<file path="src/hdl/rse_pkg.sv">
`timescale 1ns / 1ps
// rse_pkg: shared constants, codes and handshake structs of the rpn stack evaluator
// depends on nothing; used by rse_arith and rpn_stack_evaluator_unit
package rse_pkg;

    localparam int STACK_DEPTH = 16;
    localparam int NUM_VARS    = 4;
    localparam int VALUE_WIDTH = 48;
    localparam int FRAC_BITS   = 16;

    localparam int SP_W      = $clog2(STACK_DEPTH + 1);
    localparam int ADDR_W    = $clog2(STACK_DEPTH);
    localparam int VAR_IDX_W = (NUM_VARS > 1) ? $clog2(NUM_VARS) : 1;
    localparam int ADD_W     = VALUE_WIDTH + 2;
    localparam int NUM_W     = VALUE_WIDTH + FRAC_BITS;
    localparam int CNT_W     = $clog2(NUM_W + 1);

    localparam logic [VALUE_WIDTH-1:0] POS_MAX = {1'b0, {(VALUE_WIDTH - 1){1'b1}}};
    localparam logic [VALUE_WIDTH-1:0] NEG_MIN = {1'b1, {(VALUE_WIDTH - 1){1'b0}}};

    typedef enum logic [2:0] {
        REQ_PUSH_LIT = 3'd0,
        REQ_PUSH_VAR = 3'd1,
        REQ_ADD      = 3'd2,
        REQ_SUB      = 3'd3,
        REQ_MUL      = 3'd4,
        REQ_DIV      = 3'd5,
        REQ_SET_VAR  = 3'd6,
        REQ_FINISH   = 3'd7
    } req_type_t;

    typedef enum logic [1:0] {
        ERR_NONE      = 2'd0,
        ERR_UNDERFLOW = 2'd1,
        ERR_OVERFLOW  = 2'd2,
        ERR_DIV_ZERO  = 2'd3
    } err_code_t;

    typedef struct packed {
        logic      start;
        req_type_t op;
    } arith_req_t;

    typedef struct packed {
        logic done;
        logic div_zero;
    } arith_rsp_t;

endpackage

</file>
<file path="src/hdl/rse_arith.sv">
`timescale 1ns / 1ps
// rse_arith: saturating add, sub, shift-add multiply and restoring divide
// built around one shared adder under a small sequencer; uses rse_pkg
module rse_arith (
    input  logic                                      clk,
    input  logic                                      rst_n,
    input  rse_pkg::arith_req_t                       arith_req,
    input  logic signed [rse_pkg::VALUE_WIDTH-1:0]    lhs,
    input  logic signed [rse_pkg::VALUE_WIDTH-1:0]    rhs,
    output rse_pkg::arith_rsp_t                       arith_rsp,
    output logic signed [rse_pkg::VALUE_WIDTH-1:0]    value
);
    import rse_pkg::*;

    localparam int VW = VALUE_WIDTH;

    typedef enum logic [5:0] {
        A_IDLE   = 6'b000001,
        A_ADDSUB = 6'b000010,
        A_MUL    = 6'b000100,
        A_DIV    = 6'b001000,
        A_SAT    = 6'b010000,
        A_DONE   = 6'b100000
    } arith_state_t;

    arith_state_t      state_reg, state_next;
    logic [CNT_W-1:0]  cnt_reg, cnt_next;
    logic [VW-1:0]     lhs_reg, lhs_next;
    logic [VW-1:0]     rhs_reg, rhs_next;
    logic [VW:0]       acc_reg, acc_next;
    logic [VW-1:0]     lo_reg, lo_next;
    logic [VW-1:0]     mcand_reg, mcand_next;
    logic [NUM_W-1:0]  num_reg, num_next;
    logic [VW-1:0]     value_reg, value_next;
    logic              neg_reg, neg_next;
    logic              sub_reg, sub_next;
    logic              div_reg, div_next;
    logic              qover_reg, qover_next;
    logic              dz_reg, dz_next;

    logic [ADD_W-1:0]  add_x, add_y, add_sum;
    logic              add_sub;
    logic [VW:0]       rem_sh;
    logic [VW:0]       mul_t;
    logic              div_ge;
    logic [VW-1:0]     mag_l, mag_r;
    logic [VW-1:0]     lim;
    logic [2*VW-1:0]   prod;
    logic [VW-1:0]     mag_sel;
    logic              over;

    // shared adder
    assign add_sum = add_x + (add_y ^ {ADD_W{add_sub}}) + ADD_W'(add_sub);

    assign rem_sh = {acc_reg[VW-1:0], num_reg[NUM_W-1]};
    assign div_ge = !add_sum[ADD_W-1];
    assign mul_t  = lo_reg[0] ? add_sum[VW:0] : acc_reg;
    assign mag_l  = lhs[VW-1] ? (~lhs + VW'(1)) : lhs;
    assign mag_r  = rhs[VW-1] ? (~rhs + VW'(1)) : rhs;
    assign lim    = neg_reg ? NEG_MIN : POS_MAX;
    assign prod   = {acc_reg[VW-1:0], lo_reg} >> FRAC_BITS;

    always_comb
    begin
        state_next = state_reg;
        cnt_next   = cnt_reg;
        lhs_next   = lhs_reg;
        rhs_next   = rhs_reg;
        acc_next   = acc_reg;
        lo_next    = lo_reg;
        mcand_next = mcand_reg;
        num_next   = num_reg;
        value_next = value_reg;
        neg_next   = neg_reg;
        sub_next   = sub_reg;
        div_next   = div_reg;
        qover_next = qover_reg;
        dz_next    = dz_reg;
        add_x      = '0;
        add_y      = '0;
        add_sub    = 1'b0;
        over       = 1'b0;
        mag_sel    = '0;
        arith_rsp  = '0;

        case (state_reg)
            A_IDLE:
            begin
                if (arith_req.start)
                begin
                    lhs_next   = lhs;
                    rhs_next   = rhs;
                    neg_next   = lhs[VW-1] ^ rhs[VW-1];
                    sub_next   = (arith_req.op == REQ_SUB);
                    div_next   = (arith_req.op == REQ_DIV);
                    acc_next   = '0;
                    qover_next = 1'b0;
                    dz_next    = 1'b0;
                    case (arith_req.op)
                        REQ_ADD, REQ_SUB:
                        begin
                            state_next = A_ADDSUB;
                        end
                        REQ_MUL:
                        begin
                            mcand_next = mag_l;
                            lo_next    = mag_r;
                            cnt_next   = CNT_W'(VW);
                            state_next = A_MUL;
                        end
                        REQ_DIV:
                        begin
                            if (rhs == '0)
                            begin
                                dz_next = 1'b1;
                                if (lhs > 0)
                                    value_next = POS_MAX;
                                else if (lhs < 0)
                                    value_next = NEG_MIN;
                                else
                                    value_next = '0;
                                state_next = A_DONE;
                            end
                            else
                            begin
                                mcand_next = mag_r;
                                num_next   = NUM_W'(mag_l) << FRAC_BITS;
                                lo_next    = '0;
                                cnt_next   = CNT_W'(NUM_W);
                                state_next = A_DIV;
                            end
                        end
                        default:
                        begin
                            state_next = A_IDLE;
                        end
                    endcase
                end
            end
            A_ADDSUB:
            begin
                add_x   = {{2{lhs_reg[VW-1]}}, lhs_reg};
                add_y   = {{2{rhs_reg[VW-1]}}, rhs_reg};
                add_sub = sub_reg;
                if (add_sum[VW] != add_sum[VW-1])
                    value_next = add_sum[VW] ? NEG_MIN : POS_MAX;
                else
                    value_next = add_sum[VW-1:0];
                state_next = A_DONE;
            end
            A_MUL:
            begin
                add_x    = ADD_W'(acc_reg);
                add_y    = ADD_W'(mcand_reg);
                acc_next = mul_t >> 1;
                lo_next  = {mul_t[0], lo_reg[VW-1:1]};
                cnt_next = cnt_reg - CNT_W'(1);
                if (cnt_reg == CNT_W'(1))
                    state_next = A_SAT;
            end
            A_DIV:
            begin
                add_x      = ADD_W'(rem_sh);
                add_y      = ADD_W'(mcand_reg);
                add_sub    = 1'b1;
                acc_next   = div_ge ? add_sum[VW:0] : rem_sh;
                lo_next    = {lo_reg[VW-2:0], div_ge};
                qover_next = qover_reg | lo_reg[VW-1];
                num_next   = num_reg << 1;
                cnt_next   = cnt_reg - CNT_W'(1);
                if (cnt_reg == CNT_W'(1))
                    state_next = A_SAT;
            end
            A_SAT:
            begin
                if (div_reg)
                begin
                    over    = qover_reg || (lo_reg > lim);
                    mag_sel = lo_reg;
                end
                else
                begin
                    over    = prod > (2 * VW)'(lim);
                    mag_sel = prod[VW-1:0];
                end
                if (over)
                    mag_sel = lim;
                value_next = neg_reg ? (~mag_sel + VW'(1)) : mag_sel;
                state_next = A_DONE;
            end
            A_DONE:
            begin
                arith_rsp.done     = 1'b1;
                arith_rsp.div_zero = dz_reg;
                state_next         = A_IDLE;
            end
            default:
            begin
                state_next = A_IDLE;
            end
        endcase
    end

    always_ff @(posedge clk or negedge rst_n)
    begin
        if (!rst_n)
        begin
            state_reg <= A_IDLE;
            cnt_reg   <= '0;
        end
        else
        begin
            state_reg <= state_next;
            cnt_reg   <= cnt_next;
        end
    end

    always_ff @(posedge clk)
    begin
        lhs_reg   <= lhs_next;
        rhs_reg   <= rhs_next;
        acc_reg   <= acc_next;
        lo_reg    <= lo_next;
        mcand_reg <= mcand_next;
        num_reg   <= num_next;
        value_reg <= value_next;
        neg_reg   <= neg_next;
        sub_reg   <= sub_next;
        div_reg   <= div_next;
        qover_reg <= qover_next;
        dz_reg    <= dz_next;
    end

    assign value = value_reg;

    a_start_when_idle: assert property (@(posedge clk) disable iff (!rst_n)
        arith_req.start |-> state_reg == A_IDLE)
        else $error("arith start while busy");

    a_iter_count_live: assert property (@(posedge clk) disable iff (!rst_n)
        (state_reg == A_MUL || state_reg == A_DIV) |-> cnt_reg != '0)
        else $error("iteration counter ran out");

endmodule

</file>
<file path="src/hdl/rpn_stack_evaluator_unit.sv">
`timescale 1ns / 1ps
// rpn_stack_evaluator_unit: top level with token decode, stack memory, variable bank,
// sticky error and result register; uses rse_pkg and rse_arith
//
//   channel  direction  handshake             payload
//   req      in         req_valid/req_stall   req_type, literal, var_number
//   res      out        res_valid/res_stall   result, error
//
// push literal, push variable, set variable and rejected tokens are handled in the idle state
// add, sub, multiply and divide read both operands (S_RD_R, S_RD_L), then wait in S_ARITH
//   for the one shared adder in rse_arith to finish its iterations; divide by zero skips them
// finish waits in S_FIN while the result register holds an untaken transfer
// reset clears stack pointer, error code, variables and res_valid; stack memory is not cleared
module rpn_stack_evaluator_unit (
    input  logic                                    clk,
    input  logic                                    rst_n,
    input  logic                                    req_valid,
    output logic                                    req_stall,
    input  logic [2:0]                              req_type,
    input  logic signed [rse_pkg::VALUE_WIDTH-1:0]  literal,
    input  logic [3:0]                              var_number,
    output logic                                    res_valid,
    input  logic                                    res_stall,
    output logic signed [rse_pkg::VALUE_WIDTH-1:0]  result,
    output logic [1:0]                              error
);
    import rse_pkg::*;

    typedef enum logic [4:0] {
        S_IDLE  = 5'b00001,
        S_RD_R  = 5'b00010,
        S_RD_L  = 5'b00100,
        S_ARITH = 5'b01000,
        S_FIN   = 5'b10000
    } state_t;

    state_t                  state_reg, state_next;
    logic [SP_W-1:0]         sp_reg, sp_next;
    err_code_t               err_reg, err_next;
    logic [VALUE_WIDTH-1:0]  var_reg [NUM_VARS];
    logic [VALUE_WIDTH-1:0]  stack_mem [STACK_DEPTH];
    logic [VALUE_WIDTH-1:0]  rd_data_reg;
    logic [VALUE_WIDTH-1:0]  opr_r_reg;
    req_type_t               op_reg;
    logic                    res_valid_reg, res_valid_next;
    logic [VALUE_WIDTH-1:0]  result_reg;
    err_code_t               error_reg;

    logic                    accept;
    req_type_t               req_op;
    logic                    var_ok;
    logic [VAR_IDX_W-1:0]    var_idx;
    logic                    var_we;
    logic                    full;
    logic [ADDR_W-1:0]       rd_addr;
    logic                    wr_en;
    logic [ADDR_W-1:0]       wr_addr;
    logic [VALUE_WIDTH-1:0]  wr_data;
    logic                    res_load;

    arith_req_t                     arith_req;
    arith_rsp_t                     arith_rsp;
    logic signed [VALUE_WIDTH-1:0]  arith_value;

    rse_arith u_arith (
        .clk       (clk),
        .rst_n     (rst_n),
        .arith_req (arith_req),
        .lhs       (rd_data_reg),
        .rhs       (opr_r_reg),
        .arith_rsp (arith_rsp),
        .value     (arith_value)
    );

    assign req_stall = (state_reg != S_IDLE);
    assign accept    = req_valid && (state_reg == S_IDLE);
    assign req_op    = req_type_t'(req_type);
    assign var_ok    = (var_number != 4'd0) && (var_number <= 4'(NUM_VARS));
    assign var_idx   = VAR_IDX_W'(var_number - 4'd1);
    assign full      = (sp_reg == SP_W'(STACK_DEPTH));

    always_comb
    begin
        state_next      = state_reg;
        sp_next         = sp_reg;
        err_next        = err_reg;
        rd_addr         = ADDR_W'(sp_reg - SP_W'(1));
        wr_en           = 1'b0;
        wr_addr         = ADDR_W'(sp_reg);
        wr_data         = literal;
        var_we          = 1'b0;
        res_load        = 1'b0;
        arith_req.start = 1'b0;
        arith_req.op    = op_reg;

        case (state_reg)
            S_IDLE:
            begin
                if (accept)
                begin
                    case (req_op)
                        REQ_PUSH_LIT, REQ_PUSH_VAR:
                        begin
                            if (req_op == REQ_PUSH_LIT || var_ok)
                            begin
                                if (full)
                                begin
                                    if (err_reg == ERR_NONE)
                                        err_next = ERR_OVERFLOW;
                                end
                                else
                                begin
                                    wr_en   = 1'b1;
                                    wr_data = (req_op == REQ_PUSH_LIT) ? literal
                                                                       : var_reg[var_idx];
                                    sp_next = sp_reg + SP_W'(1);
                                end
                            end
                        end
                        REQ_SET_VAR:
                        begin
                            var_we = var_ok;
                        end
                        REQ_FINISH:
                        begin
                            state_next = S_FIN;
                        end
                        default:
                        begin
                            if (sp_reg < SP_W'(2))
                            begin
                                if (err_reg == ERR_NONE)
                                    err_next = ERR_UNDERFLOW;
                            end
                            else
                                state_next = S_RD_R;
                        end
                    endcase
                end
            end
            S_RD_R:
            begin
                rd_addr    = ADDR_W'(sp_reg - SP_W'(2));
                state_next = S_RD_L;
            end
            S_RD_L:
            begin
                arith_req.start = 1'b1;
                state_next      = S_ARITH;
            end
            S_ARITH:
            begin
                if (arith_rsp.done)
                begin
                    wr_en   = 1'b1;
                    wr_addr = ADDR_W'(sp_reg - SP_W'(2));
                    wr_data = arith_value;
                    sp_next = sp_reg - SP_W'(1);
                    if (arith_rsp.div_zero && err_reg == ERR_NONE)
                        err_next = ERR_DIV_ZERO;
                    state_next = S_IDLE;
                end
            end
            S_FIN:
            begin
                if (!res_valid_reg || !res_stall)
                begin
                    res_load   = 1'b1;
                    sp_next    = '0;
                    err_next   = ERR_NONE;
                    state_next = S_IDLE;
                end
            end
            default:
            begin
                state_next = S_IDLE;
            end
        endcase
    end

    always_comb
    begin
        res_valid_next = res_valid_reg;
        if (res_load)
            res_valid_next = 1'b1;
        else if (!res_stall)
            res_valid_next = 1'b0;
    end

    always_ff @(posedge clk or negedge rst_n)
    begin
        if (!rst_n)
        begin
            state_reg     <= S_IDLE;
            sp_reg        <= '0;
            err_reg       <= ERR_NONE;
            res_valid_reg <= 1'b0;
            for (int i = 0; i < NUM_VARS; i++)
                var_reg[i] <= '0;
        end
        else
        begin
            state_reg     <= state_next;
            sp_reg        <= sp_next;
            err_reg       <= err_next;
            res_valid_reg <= res_valid_next;
            if (var_we)
                var_reg[var_idx] <= literal;
        end
    end

    // stack memory, one write and one registered read per cycle
    always_ff @(posedge clk)
    begin
        if (wr_en)
            stack_mem[wr_addr] <= wr_data;
        rd_data_reg <= stack_mem[rd_addr];
    end

    always_ff @(posedge clk)
    begin
        if (accept)
            op_reg <= req_op;
        if (state_reg == S_RD_R)
            opr_r_reg <= rd_data_reg;
        if (res_load)
        begin
            result_reg <= (sp_reg != '0) ? rd_data_reg : '0;
            error_reg  <= err_reg;
        end
    end

    assign res_valid = res_valid_reg;
    assign result    = result_reg;
    assign error     = error_reg;

    a_sp_in_range: assert property (@(posedge clk) disable iff (!rst_n)
        sp_reg <= SP_W'(STACK_DEPTH))
        else $error("stack pointer beyond depth");

    a_result_from_finish: assert property (@(posedge clk) disable iff (!rst_n)
        $rose(res_valid_reg) |-> $past(state_reg == S_FIN))
        else $error("result raised outside finish");

    a_finish_clears: assert property (@(posedge clk) disable iff (!rst_n)
        $rose(res_valid_reg) |-> (sp_reg == '0 && err_reg == ERR_NONE))
        else $error("finish left stack or error uncleared");

    a_arith_done_expected: assert property (@(posedge clk) disable iff (!rst_n)
        arith_rsp.done |-> state_reg == S_ARITH)
        else $error("arith result with no operation pending");

endmodule

</file>
<file path="config.mk">
export PLATFORM = sky130hd
export DESIGN_NAME = rpn_stack_evaluator_unit
export DESIGN_NICKNAME = d
export VERILOG_FILES = /design/src/hdl/rse_pkg.sv /design/src/hdl/rse_arith.sv /design/src/hdl/rpn_stack_evaluator_unit.sv
export SDC_FILE = /design/constraint.sdc
export NUM_CORES = 2
export LEC_CHECK = 0
export BUFFER_PORTS_ARGS = -buffer_cell sky130_fd_sc_hd__buf_4
export CORE_MARGIN = 3
export CORE_UTILIZATION = 50
export CTS_BUF_LIST = sky130_fd_sc_hd__clkbuf_8
export DETAILED_ROUTE_END_ITERATION = 10
export GPL_TIMING_DRIVEN = 0
export PLACE_DENSITY_LB_ADDON = 0.05
export SLEW_MARGIN = 15
export SYNTH_ARGS = -nofsm -noshare
export SYNTH_HDL_FRONTEND = slang
export SYNTH_SLANG_ARGS = --single-unit
</file>
<file path="constraint.sdc">
create_clock -name clk -period 10.8 [get_ports clk]
set_input_delay 0 -clock clk [delete_from_list [all_inputs] [get_ports clk]]
set_output_delay 0 -clock clk [all_outputs]
set_load 0.01 [all_outputs]
</file>
==> flow_metrics.env <==
export IMPL_drc=0
export IMPL_worstSetupStartpointType="flip-flop"
export IMPL_clk_latency_ns=0.96
export IMPL_synthTopCellsByArea="edfxtp_1 52%, dfrtp_1 7.8%, mux4_2 7.8%"
export IMPL_cts_max_level=4
export IMPL_pwr_density_cell_nw_per_um2=233
export IMPL_die_w_um=379
export IMPL_syn_cell_area_um2=69400
export IMPL_synth_distinct_cells=95
export IMPL_grt_util_all_layers=0.333
export IMPL_regToRegSetupSlack_ns=0.72
export IMPL_clock_sinks=1477
export IMPL_row_count=136
export IMPL_dr_pass1_iters=8
export IMPL_synth_cells=4836
export IMPL_fp_dieH_um=379
export IMPL_finalCritPeriodShare=0.933
export IMPL_drt_iter0_markers=5540
export IMPL_via_per_inst=6.34
export IMPL_synth_largest_area_cell="edfxtp_1"
export IMPL_r2r_start="u_arith.neg_reg"
export IMPL_syn_avg_cell_area_um2=14.3
export IMPL_whs_endpoint="state_reg[0]"
export IMPL_core_region_area_um2=138000
export IMPL_finalPower_mw=18.6
export IMPL_seq_area_frac_synth=0.617
export IMPL_critPathKind="reg2reg"
export IMPL_hold_viol=0
export IMPL_synthTopCellsByCount="1211 x edfxtp_1, 280 x nand2_1, 248 x a21oi_1"
export IMPL_initial_core_util=0.504
export IMPL_leakagePower_nw=28.6
export IMPL_critPathCaptureType="flip-flop"
export IMPL_hold_path_depth=5
export IMPL_ys_warn_count=0
export IMPL_nets=5545
export IMPL_synth_edff_count=1211
export IMPL_rsz0062_at_grt="false"
export IMPL_crit_path_top_delay_cell="or4b_1"
export IMPL_routed_wirelength_um=238000
export IMPL_largest_register_ffs=768
export IMPL_post_cts_buffers=0
export IMPL_yosysMostFrequentCell="edfxtp_1"
export IMPL_cts_tree="built"
export IMPL_fillers=11100
export IMPL_portBuffers=110
export IMPL_cp_max_fo=32
export IMPL_cp_required_ns=11.34
export IMPL_max_slew_margin=0.146
export IMPL_synth_seq_cells=1477
export IMPL_cpPeakStageDelay_ns=0.54
export IMPL_drive_gt1_frac=0.184
export IMPL_grt_pass1_wl_um=336000
export IMPL_fin_ws_ns=0.724
export IMPL_vdd_ir_drop_max_mv=0.178
export IMPL_setup_viol=0
export IMPL_cts_buffer_depth=3
export IMPL_min_period_ns=10.08
export IMPL_grt_overflow=0
export IMPL_hp_class="in2reg"
export IMPL_wl_per_cell_um=32.4
export IMPL_reg2reg_to="u_arith.value[22]"
export IMPL_vias=46600
export IMPL_grt_max_degree=100
export IMPL_cts_buffers=235
export IMPL_grt_antenna_before_repair=19
export IMPL_cap_violations=0
export IMPL_crit_arrival_ns=10.61
export IMPL_hp_start="req_valid"
export IMPL_die_area_um2=143000
export IMPL_fin_worst_skew_ns=0.0851
export IMPL_antenna_left=0
export IMPL_status="finished clean"
export IMPL_grt_pass1_vias=45500
export IMPL_tightest_slew_ns=1.28
export IMPL_path_clk_slew_ns=0.07
export IMPL_r2r_cells=29
export IMPL_area_delta_synth_final_pct=14.9
export IMPL_cp_common_cell="nand2_1"
export IMPL_root_buffer="clkbuf_8"
export IMPL_fmax_mhz=99.2
export IMPL_drv_slew=0
export IMPL_place_hpwl_um=174000
export IMPL_netlist_area_leader_share=0.524
export IMPL_post_place_ws_ns=-0.237
export IMPL_async_reset_ff_frac=0.148
export IMPL_routabilityCongestion=0.996
export IMPL_ys_dominant_reg_cell="edfxtp_1"
export IMPL_io_pins=111
export IMPL_syn_nets=5025
-- critical path, delay by kind of cell, from the launching register on --
kind	cells	cell delay (ns)
AND/OR/NAND/NOR	13	3.74
flip-flops	1	0.50
buffers and inverters	9	3.13
adder cells (fa/ha/maj)	2	0.59
AO/OA/AOI/OAI	5	1.66
-- area by class of cell --
class,count,area (um2),area share
flip-flops and latches,1477,42800,0.537
inverters,54,206,0.00259
well taps,1794,2240,0.0282
multi-input cells,3016,25400,0.319
clock buffers,250,3440,0.0432
repair buffers,284,3210,0.0403
diodes,4,10.0,0.000126
plain buffers,288,1160,0.0145
clock inverters,189,1210,0.0152
-- where the power goes --
group	switching (mW)	internal, mW
logic	3.99	2.50
clock network	2.34	2.35
registers	0.514	6.87
-- through the flow --
step	instance area [um2]	cells	hold slack, ns	utilization	setup TNS (ns)
finish	79700	7356	0.238	0.579	0
global route	79700	7354	0.180	0.579	0
CTS	79700	7351	0.117	0.579	0
detailed placement	73800	6794	-0.137	0.536	-0.556
global placement	72400	6740	0.266	0.526	-289.48
floorplan	69400	4836	-0.296	-	0
-- metal layers --
layer,part of all wire,wire length [um],GRT usage,vias up
met5,0.00022,52,0,-
met4,0.054,12900,0.164,8
met3,0.078,18600,0.0664,459
met2,0.46,110000,0.521,2168
met1,0.40,96200,0.448,23800
li1,-,-,-,20200
-- what timing repair did --
action	in CTS	in global routing
gates resized for setup	3	3
pin swaps	1	0
setup endpoints to repair	7	8
endpoints found under the hold margin	879	0
hold buffers	118	0
-- cell families after synthesis --
| group | share of synthesized area |
|---|---|
| flip-flops | 0.617 |
| AO/OA/AOI/OAI | 0.0991 |
| AND/OR/NAND/NOR | 0.0713 |
| multiplexers | 0.146 |
| buffers and inverters | 0.0196 |
| XOR/XNOR | 0.0241 |
| adder cells (fa/ha/maj) | 0.0236 |
-- placed cells by master, fill, tap and decap left out, drive strengths merged, types with 208 or more instances in the layout --
master	synthesis	layout
a21oi	248	248
buf	74	241
clkbuf	215	464
dfrtp	216	216
edfxtp	1211	1211
mux2	208	208
mux2i	236	236
mux4	240	240
nand2	280	280
o21ai	220	220
-- worst max-delay path by stage --
stage	startpoint	end	slack (ns)	cells after the start
2_1_floorplan	u_arith.state_reg[2]	u_arith.mcand_reg[0]	2.48	6
3_3_place_gp	u_arith.state_reg[2]	u_arith.mcand_reg[34]	-2.25	6
3_5_place_dp	u_arith.neg_reg	u_arith.value[36]	-0.24	30
4_1_cts	u_arith.neg_reg	u_arith.value[26]	0.21	30
5_1_grt	u_arith.neg_reg	u_arith.value[22]	0.60	29
6_report	u_arith.neg_reg	u_arith.value[22]	0.72	29
(Power assumes the default switching activity.)
